<file path="src/rtl/dvc_pkg.sv">
// dvc_pkg: shared types and constants of the duplicate value counter
// no dependencies; imported by dvc_out_if, front, back and checker

package dvc_pkg;

  localparam int unsigned COUNT_BITS = 6;
  localparam logic [COUNT_BITS-1:0] COUNT_MAX = {COUNT_BITS{1'b1}};

  // control flags that travel with each queued beat
  typedef struct packed {
    logic wr;    // element is stored
    logic last;  // element closes the data set
  } dvc_ctrl_t;

  function automatic logic [COUNT_BITS-1:0] sat_inc(input logic [COUNT_BITS-1:0] c);
    logic [COUNT_BITS-1:0] r;
    r = (c == COUNT_MAX) ? c : c + COUNT_BITS'(1);
    return r;
  endfunction

endpackage

</file>
<file path="src/rtl/dvc_if.sv">
// dvc_in_if, dvc_out_if: valid/ready channels of the duplicate value counter
// depends on dvc_pkg for the count width

interface dvc_in_if #(
  parameter int unsigned VALUE_BITS = 16
) ();
  logic                         valid;
  logic                         ready;
  logic signed [VALUE_BITS-1:0] value;
  logic                         last_item;

  modport source (output valid, value, last_item, input ready);
  modport sink   (input valid, value, last_item, output ready);
endinterface

interface dvc_out_if
  import dvc_pkg::*;
#(
  parameter int unsigned VALUE_BITS = 16
) ();
  logic                         valid;
  logic                         ready;
  logic signed [VALUE_BITS-1:0] value_res;
  logic [COUNT_BITS-1:0]        count;
  logic                         last_result;

  modport source (output valid, value_res, count, last_result, input ready);
  modport sink   (input valid, value_res, count, last_result, output ready);
endinterface

</file>
<file path="src/rtl/dvc_ram.sv">
// dvc_ram: generic single-write, single-read RAM with registered read data
// no dependencies

module dvc_ram #(
  parameter int unsigned WIDTH = 16,
  parameter int unsigned DEPTH = 32
) (
  input  logic                     clk_i,
  input  logic                     we_i,
  input  logic [$clog2(DEPTH)-1:0] waddr_i,
  input  logic [WIDTH-1:0]         wdata_i,
  input  logic [$clog2(DEPTH)-1:0] raddr_i,
  output logic [WIDTH-1:0]         rdata_o
);

  logic [WIDTH-1:0] mem_q [DEPTH];
  logic [WIDTH-1:0] rdata_q;

  always_ff @(posedge clk_i) begin
    if (we_i) begin
      mem_q[waddr_i] <= wdata_i;
    end
    rdata_q <= mem_q[raddr_i];
  end

  assign rdata_o = rdata_q;

endmodule

</file>
<file path="src/rtl/dvc_queue.sv">
// dvc_queue: two-entry queue between the front and the back
// no dependencies

module dvc_queue #(
  parameter int unsigned WIDTH = 8
) (
  input  logic             clk_i,
  input  logic             rst_ni,
  input  logic             push_i,
  input  logic [WIDTH-1:0] push_data_i,
  output logic             full_o,
  input  logic             pop_i,
  output logic [WIDTH-1:0] pop_data_o,
  output logic             empty_o
);

  logic [WIDTH-1:0] mem_q [2];
  logic             wptr_q, wptr_d;
  logic             rptr_q, rptr_d;
  logic [1:0]       cnt_q, cnt_d;
  logic             do_push, do_pop;

  assign full_o     = (cnt_q == 2'd2);
  assign empty_o    = (cnt_q == 2'd0);
  assign do_push    = push_i && !full_o;
  assign do_pop     = pop_i && !empty_o;
  assign pop_data_o = mem_q[rptr_q];

  always_comb begin
    wptr_d = do_push ? ~wptr_q : wptr_q;
    rptr_d = do_pop ? ~rptr_q : rptr_q;
    cnt_d  = cnt_q;
    if (do_push && !do_pop) begin
      cnt_d = cnt_q + 2'd1;
    end else if (do_pop && !do_push) begin
      cnt_d = cnt_q - 2'd1;
    end
  end

  always_ff @(posedge clk_i or negedge rst_ni) begin
    if (!rst_ni) begin
      wptr_q <= 1'b0;
      rptr_q <= 1'b0;
      cnt_q  <= 2'd0;
    end else begin
      wptr_q <= wptr_d;
      rptr_q <= rptr_d;
      cnt_q  <= cnt_d;
    end
  end

  always_ff @(posedge clk_i) begin
    if (do_push) begin
      mem_q[wptr_q] <= push_data_i;
    end
  end

endmodule

</file>
<file path="src/rtl/dvc_front.sv">
// dvc_front: accepts input beats, tracks the fill level and marks store or drop
// depends on dvc_pkg and dvc_in_if

module dvc_front
  import dvc_pkg::*;
#(
  parameter int unsigned MAX_ITEMS  = 32,
  parameter int unsigned VALUE_BITS = 16,
  localparam int unsigned AW = $clog2(MAX_ITEMS),
  localparam int unsigned CW = $clog2(MAX_ITEMS + 1),
  localparam int unsigned QW = $bits(dvc_ctrl_t) + CW + AW + VALUE_BITS
) (
  input  logic          clk_i,
  input  logic          rst_ni,
  dvc_in_if.sink        in_i,
  output logic          push_o,
  output logic [QW-1:0] push_data_o,
  input  logic          full_i
);

  logic [CW-1:0] fill_q, fill_d;
  logic          accept;
  logic          room;
  dvc_ctrl_t     ctrl;
  logic [CW-1:0] n_after;

  assign in_i.ready = !full_i;
  assign accept     = in_i.valid && !full_i;
  assign room       = (fill_q < CW'(MAX_ITEMS));
  assign n_after    = room ? fill_q + CW'(1) : fill_q;

  always_comb begin
    ctrl.wr   = room;
    ctrl.last = in_i.last_item;
  end

  assign push_o      = accept;
  assign push_data_o = {ctrl, n_after, fill_q[AW-1:0], in_i.value};

  always_comb begin
    fill_d = fill_q;
    if (accept) begin
      fill_d = in_i.last_item ? '0 : n_after;
    end
  end

  always_ff @(posedge clk_i or negedge rst_ni) begin
    if (!rst_ni) begin
      fill_q <= '0;
    end else begin
      fill_q <= fill_d;
    end
  end

endmodule

</file>
<file path="src/rtl/dvc_back.sv">
// dvc_back: writes the store and runs the frequency scan, one pass per element
// depends on dvc_pkg, dvc_ram and dvc_out_if

module dvc_back
  import dvc_pkg::*;
#(
  parameter int unsigned MAX_ITEMS  = 32,
  parameter int unsigned VALUE_BITS = 16,
  localparam int unsigned AW = $clog2(MAX_ITEMS),
  localparam int unsigned CW = $clog2(MAX_ITEMS + 1),
  localparam int unsigned QW = $bits(dvc_ctrl_t) + CW + AW + VALUE_BITS
) (
  input  logic          clk_i,
  input  logic          rst_ni,
  output logic          pop_o,
  input  logic [QW-1:0] pop_data_i,
  input  logic          empty_i,
  dvc_out_if.source     out_o
);

  localparam logic [2:0] S_IDLE = 3'd0;
  localparam logic [2:0] S_RDI  = 3'd1;
  localparam logic [2:0] S_TGT  = 3'd2;
  localparam logic [2:0] S_SCAN = 3'd3;
  localparam logic [2:0] S_DEC  = 3'd4;
  localparam logic [2:0] S_FIN  = 3'd5;

  dvc_ctrl_t             q_ctrl;
  logic [CW-1:0]         q_n;
  logic [AW-1:0]         q_addr;
  logic [VALUE_BITS-1:0] q_value;

  logic [2:0]            state_q, state_d;
  logic [CW-1:0]         n_q, n_d;
  logic [AW-1:0]         i_q, i_d;
  logic [AW-1:0]         j_q, j_d;
  logic [AW-1:0]         c_q, c_d;
  logic [VALUE_BITS-1:0] tgt_q, tgt_d;
  logic [COUNT_BITS-1:0] cnt_q, cnt_d;
  logic                  seen_q, seen_d;
  logic                  pend_vld_q, pend_vld_d;
  logic [VALUE_BITS-1:0] pend_val_q, pend_val_d;
  logic [COUNT_BITS-1:0] pend_cnt_q, pend_cnt_d;
  logic                  out_vld_q, out_vld_d;
  logic [VALUE_BITS-1:0] out_val_q, out_val_d;
  logic [COUNT_BITS-1:0] out_cnt_q, out_cnt_d;
  logic                  out_last_q, out_last_d;

  logic                  ram_we;
  logic [AW-1:0]         ram_raddr;
  logic [VALUE_BITS-1:0] ram_rdata;
  logic                  out_free;
  logic                  eq;
  logic                  scan_end;
  logic                  last_i;

  assign {q_ctrl, q_n, q_addr, q_value} = pop_data_i;

  assign pop_o    = (state_q == S_IDLE) && !empty_i;
  assign ram_we   = pop_o && q_ctrl.wr;
  assign out_free = !out_vld_q || out_o.ready;
  assign eq       = (ram_rdata == tgt_q);
  assign scan_end = ((CW'(c_q) + CW'(1)) == n_q);
  assign last_i   = ((CW'(i_q) + CW'(1)) == n_q);

  always_comb begin
    case (state_q)
      S_RDI:   ram_raddr = i_q;
      S_TGT:   ram_raddr = '0;
      default: ram_raddr = j_q;
    endcase
  end

  dvc_ram #(
    .WIDTH (VALUE_BITS),
    .DEPTH (MAX_ITEMS)
  ) u_store (
    .clk_i   (clk_i),
    .we_i    (ram_we),
    .waddr_i (q_addr),
    .wdata_i (q_value),
    .raddr_i (ram_raddr),
    .rdata_o (ram_rdata)
  );

  always_comb begin
    state_d    = state_q;
    n_d        = n_q;
    i_d        = i_q;
    j_d        = j_q;
    c_d        = c_q;
    tgt_d      = tgt_q;
    cnt_d      = cnt_q;
    seen_d     = seen_q;
    pend_vld_d = pend_vld_q;
    pend_val_d = pend_val_q;
    pend_cnt_d = pend_cnt_q;
    out_vld_d  = out_vld_q && !out_o.ready;
    out_val_d  = out_val_q;
    out_cnt_d  = out_cnt_q;
    out_last_d = out_last_q;

    case (state_q)
      S_IDLE: begin
        if (pop_o && q_ctrl.last) begin
          n_d     = q_n;
          i_d     = '0;
          state_d = S_RDI;
        end
      end
      S_RDI: begin
        state_d = S_TGT;
      end
      S_TGT: begin
        tgt_d   = ram_rdata;
        c_d     = '0;
        j_d     = AW'(1);
        cnt_d   = '0;
        seen_d  = 1'b0;
        state_d = S_SCAN;
      end
      S_SCAN: begin
        if (eq) begin
          if (c_q < i_q) begin
            seen_d = 1'b1;
          end else begin
            cnt_d = sat_inc(cnt_q);
          end
        end
        c_d = c_q + AW'(1);
        j_d = j_q + AW'(1);
        if (scan_end) begin
          state_d = S_DEC;
        end
      end
      S_DEC: begin
        if (seen_q || !pend_vld_q || out_free) begin
          if (!seen_q) begin
            if (pend_vld_q) begin
              out_vld_d  = 1'b1;
              out_val_d  = pend_val_q;
              out_cnt_d  = pend_cnt_q;
              out_last_d = 1'b0;
            end
            pend_vld_d = 1'b1;
            pend_val_d = tgt_q;
            pend_cnt_d = cnt_q;
          end
          if (last_i) begin
            state_d = S_FIN;
          end else begin
            i_d     = i_q + AW'(1);
            state_d = S_RDI;
          end
        end
      end
      S_FIN: begin
        if (out_free) begin
          out_vld_d  = 1'b1;
          out_val_d  = pend_val_q;
          out_cnt_d  = pend_cnt_q;
          out_last_d = 1'b1;
          pend_vld_d = 1'b0;
          state_d    = S_IDLE;
        end
      end
      default: begin
        state_d = S_IDLE;
      end
    endcase
  end

  always_ff @(posedge clk_i or negedge rst_ni) begin
    if (!rst_ni) begin
      state_q    <= S_IDLE;
      n_q        <= '0;
      i_q        <= '0;
      j_q        <= '0;
      c_q        <= '0;
      seen_q     <= 1'b0;
      pend_vld_q <= 1'b0;
      out_vld_q  <= 1'b0;
    end else begin
      state_q    <= state_d;
      n_q        <= n_d;
      i_q        <= i_d;
      j_q        <= j_d;
      c_q        <= c_d;
      seen_q     <= seen_d;
      pend_vld_q <= pend_vld_d;
      out_vld_q  <= out_vld_d;
    end
  end

  always_ff @(posedge clk_i) begin
    tgt_q      <= tgt_d;
    cnt_q      <= cnt_d;
    pend_val_q <= pend_val_d;
    pend_cnt_q <= pend_cnt_d;
    out_val_q  <= out_val_d;
    out_cnt_q  <= out_cnt_d;
    out_last_q <= out_last_d;
  end

  assign out_o.valid       = out_vld_q;
  assign out_o.value_res   = out_val_q;
  assign out_o.count       = out_cnt_q;
  assign out_o.last_result = out_last_q;

endmodule

</file>
<file path="src/rtl/duplicate_value_counter.sv">
// duplicate_value_counter: top level, front, queue and back of the frequency count
// depends on dvc_pkg, dvc_if, dvc_front, dvc_queue, dvc_back
//
//   channel  dir  beat                          handshake
//   in_i     in   value, last_item              valid/ready
//   out_o    out  value_res, count, last_result valid/ready
//
// loading: one element per cycle while the queue has room, through a two-entry queue into the store
// counting: each stored element is read, then compared against the whole set (one store read port)
// reset: asynchronous, active low; store contents need no clearing
// stalls: the front keeps taking elements while the queue has room; the back
// holds in its decision step while the output register and pending result are full

module duplicate_value_counter
  import dvc_pkg::*;
#(
  parameter int unsigned MAX_ITEMS  = 32,
  parameter int unsigned VALUE_BITS = 16
) (
  input  logic      clk_i,
  input  logic      rst_ni,
  dvc_in_if.sink    in_i,
  dvc_out_if.source out_o
);

  localparam int unsigned AW = $clog2(MAX_ITEMS);
  localparam int unsigned CW = $clog2(MAX_ITEMS + 1);
  localparam int unsigned QW = $bits(dvc_ctrl_t) + CW + AW + VALUE_BITS;

  logic          push;
  logic [QW-1:0] push_data;
  logic          full;
  logic          pop;
  logic [QW-1:0] pop_data;
  logic          empty;

  dvc_front #(
    .MAX_ITEMS  (MAX_ITEMS),
    .VALUE_BITS (VALUE_BITS)
  ) u_front (
    .clk_i       (clk_i),
    .rst_ni      (rst_ni),
    .in_i        (in_i),
    .push_o      (push),
    .push_data_o (push_data),
    .full_i      (full)
  );

  dvc_queue #(
    .WIDTH (QW)
  ) u_queue (
    .clk_i       (clk_i),
    .rst_ni      (rst_ni),
    .push_i      (push),
    .push_data_i (push_data),
    .full_o      (full),
    .pop_i       (pop),
    .pop_data_o  (pop_data),
    .empty_o     (empty)
  );

  dvc_back #(
    .MAX_ITEMS  (MAX_ITEMS),
    .VALUE_BITS (VALUE_BITS)
  ) u_back (
    .clk_i      (clk_i),
    .rst_ni     (rst_ni),
    .pop_o      (pop),
    .pop_data_i (pop_data),
    .empty_i    (empty),
    .out_o      (out_o)
  );

endmodule

</file>
<file path="src/flat_wrapper.sv">
// flat-port wrapper written by rule: the top's interface ports become plain ports
module duplicate_value_counter_flat import dvc_pkg::*;
#(
  parameter int unsigned MAX_ITEMS  = 32,
  parameter int unsigned VALUE_BITS = 16
)
  (clk_i, rst_ni, in_i_valid, in_i_value, in_i_last_item, in_i_ready, out_o_valid, out_o_value_res, out_o_count, out_o_last_result, out_o_ready);
  dvc_in_if #(.VALUE_BITS(VALUE_BITS)) in_i_i ();
  dvc_out_if #(.VALUE_BITS(VALUE_BITS)) out_o_i ();
  input  logic clk_i;
  input  logic rst_ni;
  input wire logic [$bits(in_i_i.valid)-1:0] in_i_valid;
  input wire logic [$bits(in_i_i.value)-1:0] in_i_value;
  input wire logic [$bits(in_i_i.last_item)-1:0] in_i_last_item;
  output wire logic [$bits(in_i_i.ready)-1:0] in_i_ready;
  output wire logic [$bits(out_o_i.valid)-1:0] out_o_valid;
  output wire logic [$bits(out_o_i.value_res)-1:0] out_o_value_res;
  output wire logic [$bits(out_o_i.count)-1:0] out_o_count;
  output wire logic [$bits(out_o_i.last_result)-1:0] out_o_last_result;
  input wire logic [$bits(out_o_i.ready)-1:0] out_o_ready;
  assign in_i_i.valid = in_i_valid;
  assign in_i_i.value = in_i_value;
  assign in_i_i.last_item = in_i_last_item;
  assign in_i_ready = in_i_i.ready;
  assign out_o_valid = out_o_i.valid;
  assign out_o_value_res = out_o_i.value_res;
  assign out_o_count = out_o_i.count;
  assign out_o_last_result = out_o_i.last_result;
  assign out_o_i.ready = out_o_ready;
  duplicate_value_counter #(.MAX_ITEMS(MAX_ITEMS), .VALUE_BITS(VALUE_BITS)) u_core (.clk_i(clk_i), .rst_ni(rst_ni), .in_i(in_i_i), .out_o(out_o_i));
endmodule
</file>
<file path="config.mk">
export PLATFORM = sky130hd
export DESIGN_NAME = duplicate_value_counter_flat
export DESIGN_NICKNAME = d
export VERILOG_FILES = /design/src/rtl/dvc_pkg.sv /design/src/rtl/dvc_if.sv /design/src/rtl/dvc_ram.sv /design/src/rtl/dvc_queue.sv /design/src/rtl/dvc_front.sv /design/src/rtl/dvc_back.sv /design/src/rtl/duplicate_value_counter.sv /design/src/flat_wrapper.sv
export SDC_FILE = /design/constraint.sdc
export NUM_CORES = 1
export LEC_CHECK = 0
export BUFFER_PORTS_ARGS = -buffer_cell sky130_fd_sc_hd__buf_4
export CELL_PAD_IN_SITES_DETAIL_PLACEMENT = 0
export CELL_PAD_IN_SITES_GLOBAL_PLACEMENT = 1
export CORE_AREA = 4 4 265 267
export DETAILED_ROUTE_END_ITERATION = 6
export DIE_AREA = 0 0 269 271
export PLACE_DENSITY_LB_ADDON = 0.1
export SKIP_LAST_GASP = 1
export SLEW_MARGIN = 5
export SYNTH_ARGS = -nofsm -noshare
export SYNTH_HDL_FRONTEND = slang
export SYNTH_SLANG_ARGS = --single-unit
</file>
<file path="constraint.sdc">
create_clock -name clk_i -period 3.1 [get_ports clk_i]
set_input_delay 0.155 -clock clk_i [delete_from_list [all_inputs] [get_ports clk_i]]
set_output_delay 0.155 -clock clk_i [all_outputs]
set_load 0.005 [all_outputs]
</file>
==> results of run 1 <==
## worst max path at each step
stage,to,slack [ns],cells after the start
detailed placement,u_core.u_back.u_store.rdata_o[3],-0.13,8
finish,u_core.u_back.u_store.rdata_o[3],0.13,8
global placement,u_core.u_back.u_store.rdata_o[3],-0.11,8
CTS,u_core.u_back.u_store.rdata_o[3],0.05,8
global route,u_core.u_back.u_store.rdata_o[3],0.05,8
floorplan,u_core.u_back.pend_cnt_q[0],0.57,3
## cell families after synthesis
group,after synthesis
buffers and inverters,94
and+or+nand+nor,440
xor gates and xnor gates,45
DFF,690
AOI/OAI and AO/OA,232
muxes,192
adders and majority gates,10
## report_power, final
group | switching (W) | internal (W)
combinational | 0.00666 | 0.00381
sequential | 0.000628 | 0.0120
clock | 0.00365 | 0.00494
total | 0.0109 | 0.0208
## critical path, cell delays in order (launching register included)
cell and delay (ns):
dfrtp_1 0.42, buf_4 0.20, nor4bb_4 0.38, a211o_4 0.33, buf_4 0.32, nand2_1 0.08, a32oi_1 0.32, a31oi_1 0.29
nor4_2 0.48
## registers in the layout, indices dropped and copies added, names as in the netlist, 2 cells and up
| signal | cells |
|---|---|
| u_core.u_back.u_store.mem_q | 512 |
| u_core.u_queue.mem_q | 58 |
| u_core.u_back.n_q | 6 |
| u_core.u_back.out_o.count | 6 |
| u_core.u_back.tgt_q | 16 |
| u_core.u_back.i_q | 5 |
| u_core.u_back.cnt_q | 6 |
| u_core.u_back.pend_val_q | 16 |
| u_core.u_queue.cnt_q | 2 |
| u_core.u_back.u_store.rdata_o | 16 |
| u_core.u_back.c_q | 5 |
| u_core.u_back.j_q | 5 |
| u_core.u_back.pend_cnt_q | 6 |
| u_core.u_back.state_q | 3 |
| u_core.u_back.out_o.value_res | 16 |
| u_core.u_front.fill_q | 6 |
## Yosys cell counts (all sizes together), types with 19 or more instances
master  instances
o21ai          19
a21oi          49
a22oi          66
nor2           59
nand2         237
clkbuf         34
xnor2          34
mux2i         172
a31oi          33
a32oi          33
mux2           20
nand3          84
edfxtp        637
dfrtp          37
buf            49
## per-stage QoR
| stage | area, µm² | hold slack (ns) |
|---|---|---|
| after floorplan | 27000 | -0.141 |
| after global placement | 29200 | 0.163 |
| after detailed placement | 29200 | 0.167 |
| after CTS | 31800 | 0.0513 |
| after global routing | 31800 | 0.0835 |
| final | 31800 | 0.0632 |
## timing repair
action                     CTS  global route
hold endpoints to repair    78             0
hold buffers                19             0
setup endpoints to repair    1             0
gates resized for setup      1             0
## final cells by class
cell class	count	area (µm²)	share of cell area, %
Clock buffer	102	2050	6.45
Clock inverter	40	313	0.983
Inverter	11	41.3	0.130
Multi-Input combinational cell	919	6150	19.3
Sequential cell	690	20400	64.0
Tap cell	882	1100	3.47
Timing Repair Buffer	195	1770	5.58
## metal layers
metal / vias up / track usage (%) / part of all wire (%)
li1: 6940 / - / -
met1: 7706 / 28.0 / 46
met2: 345 / 30.8 / 48
met3: 92 / 3.25 / 4.0
met4: 0 / 4.62 / 2.1
met5: - / 0 / 0
==> run metrics, run 1 <==
Worst Setup Start Kind flop; Placed Instances 2,678; Routed WL 70,100 µm; Max FO, Critical Path 19; die area 0.0729 mm²; Cells after Synth 1,703; CTS Buf Count 77; dominant cell type by area after synthesis edfxtp_1; FP Rows 96; share of cells above drive strength 1 16.7%; initial antenna violation count 1; most used cells in the layout excluding fill and tap cells edfxtp_1, nand2_1, mux2i_1, buf_4, nand3_1; worst hold path type primary input to async pin; Via density 5.31; Synth area leaders edfxtp_1, mux2i_1, dfrtp_1, nand2_1, a22oi_1; cell area after synthesis ~0.027 mm²; Pleak 10.8 nW; clock latency on the worst-skew pair about 0.61 ns; CP endpoint kind flop; largest net degree at the start of global routing between 50 and 60; VDD IR-drop max 0.577 mV; Final Util 46.7%; DP HPWL ~45,000 µm; Clock Tree Root clkbuf_16; Slew Viols, Final 0; Die Y-Extent 271 µm; IO Pins 46; RSZ-0062 raised after global routing no; mux cell area share after synthesis 7.22%; slew margin rel. 42.6%; Post-synth EDFFs 637; aggregate global routing overflow 0; clk slew on worst S/H paths approximately 0.060 ns; setup TNS 0 ns; Place WS -0.132 ns; Netlist cell types 57; fill count 5,829; Port Buffer Count 45; initial core utilization about 40%; Critical Path AT 3.43 ns; core footprint 0.0681 mm²; Worst EP required around 3.6 ns; cells on worst reg2reg path 8; Seq cells post-synth 690; CP Class flop to flop; gr usage total around a fifth; WL/cell 24.7 µm; Main synth FF type edfxtp_1; area delta synth->final 18.0%; syn_area_per_cell ~16 µm²; Synth Warn # 0; Cell Pwr Density 996 mW/mm²; clock skew 0.0250 ns; Reg2Reg Setup Slack ~0.13 ns; most common cell after layout, fill and taps aside edfxtp_1; DRC Markers 0; die width 269 µm; antenna fix cells 0; Final min period 2.97 ns; initial drt markers around 1,100; largest family of logic cells by synthesized area simple AND/OR/NAND/NOR gates; maximum level of the CTS H-tree 3; worst-margin pin slew 0.862 ns; Worst setup startpoint u_core.u_back.state_q[1]; post-synth net total 1,734; Total Power 0.0317 W; layout net count 1,925; Final Hold Fails 0; Finished Layout Cells 2,839; clock sinks 690; Synth Area in XOR/XNOR about 1.5%; Setup Buffers After CTS 0; FMAX 337 MHz; outcome finished, final reports clean; post-synth top area share between 70% and 80%; DR vias 15,083; DRT Pass-1 Iters 5; vias in the first global route roughly 15,000; RePlAce Congestion 0.786; Final period util a little over nine tenths; final setup fails 0; Synth async-reset ratio between 5 and 6%; Synth Area in Compound Gates 6.02%; worst flop-to-flop path endpoint u_core.u_back.u_store.rdata_o[3]; max_cap viols 0; Bufs on Longest Clock Path 3; Reg-to-Reg Start u_core.u_back.state_q[1]; Post-Synth Simple-Gate Area under 10%; Setup WS post-layout 0.131 ns; Antenna Nets Post-Route 0; first-pass GRT wire length about 100,000 µm; Adder-Cell Fraction of Synth Area 0.464%; post-synthesis sequential area ratio 75.6%; CTS tree built
No activity file was read; power rests on OpenSTA's default activity.
==> run 2, diff against run 1 <==
==> constraint.sdc (replaced) <==
create_clock -name clk_i -period 3.1 [get_ports clk_i]
set_input_delay 0.465 -clock clk_i [delete_from_list [all_inputs] [get_ports clk_i]]
set_output_delay 0.465 -clock clk_i [all_outputs]
set_load 0.005 [all_outputs]
==> run metrics, run 2 (synthesis gave the netlist of run 1 again) <==
outcome finished, final reports clean; Bufs on Longest Clock Path 3 (unchanged); Via density 5.29 (-0.41%); Port Buffer Count 45 (unchanged); Antenna Nets Post-Route 0 (unchanged); aggregate global routing overflow 0 (unchanged); area delta synth->final 17.8%; DRT Pass-1 Iters 7 (+2); gr usage total 19.3% (-0.060 points); CP endpoint kind flop; Largest stage delay, worst path 0.47 ns (about the same); largest net degree at the start of global routing 52 (unchanged); Pleak 10.8 nW (+0.14%); RePlAce Congestion 0.784 (-0.24%); CP Cell Sequence buf_4 > nor4bb_4 > a211o_4 > buf_4 > nand2_1 > a32oi_1 > a31oi_1 > nor4_2; FP Rows 96 (unchanged); CTS tree built; Clock Tree Root clkbuf_16; Worst Setup Start Kind flop; layout net count 1,907 (-0.94%); vias in the first global route 14,882 (-1.6%); IO Pins 46 (unchanged); most common cell after layout, fill and taps aside edfxtp_1; Final min period 3.01 ns (+0.0392 ns); Critical Path AT 3.49 ns (+0.06 ns); CP Class flop to flop; RSZ-0062 raised after global routing no; initial drt markers 1,256 (+15%); Worst EP required 3.58 ns (+0.02 ns); clk slew on worst S/H paths 0.06 ns (about the same); Slowest cell on crit path nor4_2; Routed WL 70,100 µm (about the same); CTS Buf Count 76 (-1.3%); core footprint 0.0681 mm² (unchanged); share of cells above drive strength 1 17.2% (+0.51 points); die width 269 µm (unchanged); VDD IR-drop max 0.640 mV (+11%); DR vias 14,937 (-0.97%); initial core utilization 39.6% (unchanged); most used cells in the layout excluding fill and tap cells edfxtp_1, nand2_1, mux2i_1, buf_4, nand3_1; FMAX 332 MHz (-1.3%); Die Y-Extent 271 µm (unchanged); worst hold path type primary input to flop; first-pass GRT wire length 103,000 µm (-0.77%); Total Power 0.0320 W (+0.98%); clock sinks 690 (unchanged); DRC Markers 0 (unchanged); largest reg by FF count u_core.u_back.u_store.mem_q; final setup fails 0 (unchanged); maximum level of the CTS H-tree 3 (unchanged); Largest regs u_core.u_back.u_store.mem_q: 512 flops, u_core.u_queue.mem_q: 58 flops; clock latency on the worst-skew pair 0.62 ns (about the same); clock skew 0.0292 ns (+0.00416 ns); Final Hold Fails 0 (unchanged); Setup WS post-layout 0.0921 ns (-0.0392 ns); Slew Viols, Final 0 (unchanged); DP HPWL 45,000 µm (about the same); Final period util 97.0% (+1.3 points); max reg flops 512 (unchanged); Place WS -0.149 ns (-0.0178 ns); Max FO, Critical Path 19 (unchanged); Setup Buffers After CTS 0 (unchanged); worst-margin pin slew 0.863 ns (+0.000924 ns); fill count 5,883 (+0.93%); Cell Pwr Density 1010 mW/mm² (+1.1%); Crit path top cell by count buf_4; max_cap viols 0 (unchanged); initial antenna violation count 2 (+1); slew margin rel. 42.5% (-0.062 points); die area 0.0729 mm² (unchanged); WL/cell 24.8 µm (+0.61%); Min Hold Slack 0.0381 ns (-0.0252 ns)
[run 2: through the flow]
| stage | TNS (ns) | area (µm²) | utilization [%] | std cells |
|---|---|---|---|---|
| 2_1_floorplan | 0 | 27000 | - | 1703 |
| 4_1_cts | 0 | 31800 | 46.6 | 2822 |
| 3_3_place_gp | -0.121 | 29300 | 43.0 | 2679 |
| 6_report | 0 | 31800 | 46.6 | 2823 |
| 3_5_place_dp | -0.149 | 29300 | 43.0 | 2679 |
| 5_1_grt | 0 | 31800 | 46.6 | 2822 |
[run 2: critical path, delay by kind of cell (launching register included)]
kind / cells / cell delay [ns]
AO/OA/AOI/OAI: 3 / 0.98
AND/OR/NAND/NOR: 3 / 0.94
buffers and inverters: 2 / 0.52
flip-flops: 1 / 0.42
[run 2: cell type report]
class,count,area [µm²],share of cell area [%]
sequential,690,20400,64.2
tap,882,1100,3.47
multi-input combinational,919,6150,19.4
clock inverter,37,329,1.04
clock buffer,105,2150,6.78
inverter,11,41.3,0.130
timing repair buffer,178,1600,5.04
antenna,1,2.50,0.00788
[run 2: what timing repair did]
item	CTS	global route
gates cloned	0	0
gates resized for setup	1	0
endpoints found under the setup margin	1	1
endpoints found under the hold margin	37	0
hold buffers	1	0
pin swaps	0	1
[run 2: layer usage]
metal / GRT usage (%) / routed length [µm] / up-vias
met2: 30.1 / 32800 / 298
met4: 5.34 / 1590 / 0
met3: 3.19 / 3210 / 98
met1: 28.1 / 32500 / 7627
li1: - / - / 6914
met5: 0 / 0 / -
[run 2: worst paths after layout]
path | to | slack (ns) | startpoint | depth (start not counted)
worst max-delay path | u_core.u_back.u_store.rdata_o[3] | 0.09 | u_core.u_back.state_q[1] | 8
worst min-delay path | u_core.u_queue.mem_q[0][8] | 0.04 | in_i_value[8] | 1
worst max register to register | u_core.u_back.u_store.rdata_o[3] | 0.09 | u_core.u_back.state_q[1] | 8
worst min register to register | u_core.u_back.out_o.value_res[13] | 0.42 | u_core.u_back.pend_val_q[13] | 0
max in group asynchronous | u_core.u_back.state_q[1] | 2.37 | rst_ni | 2
min in group asynchronous | u_core.u_queue.wptr_q | 0.37 | rst_ni | 2
[run 2: report_power, final]
group	internal [W]	total [W]	switching (W)
registers	0.0120	0.0126	0.000634
logic	0.00379	0.0104	0.00665
clock network	0.00529	0.00891	0.00363
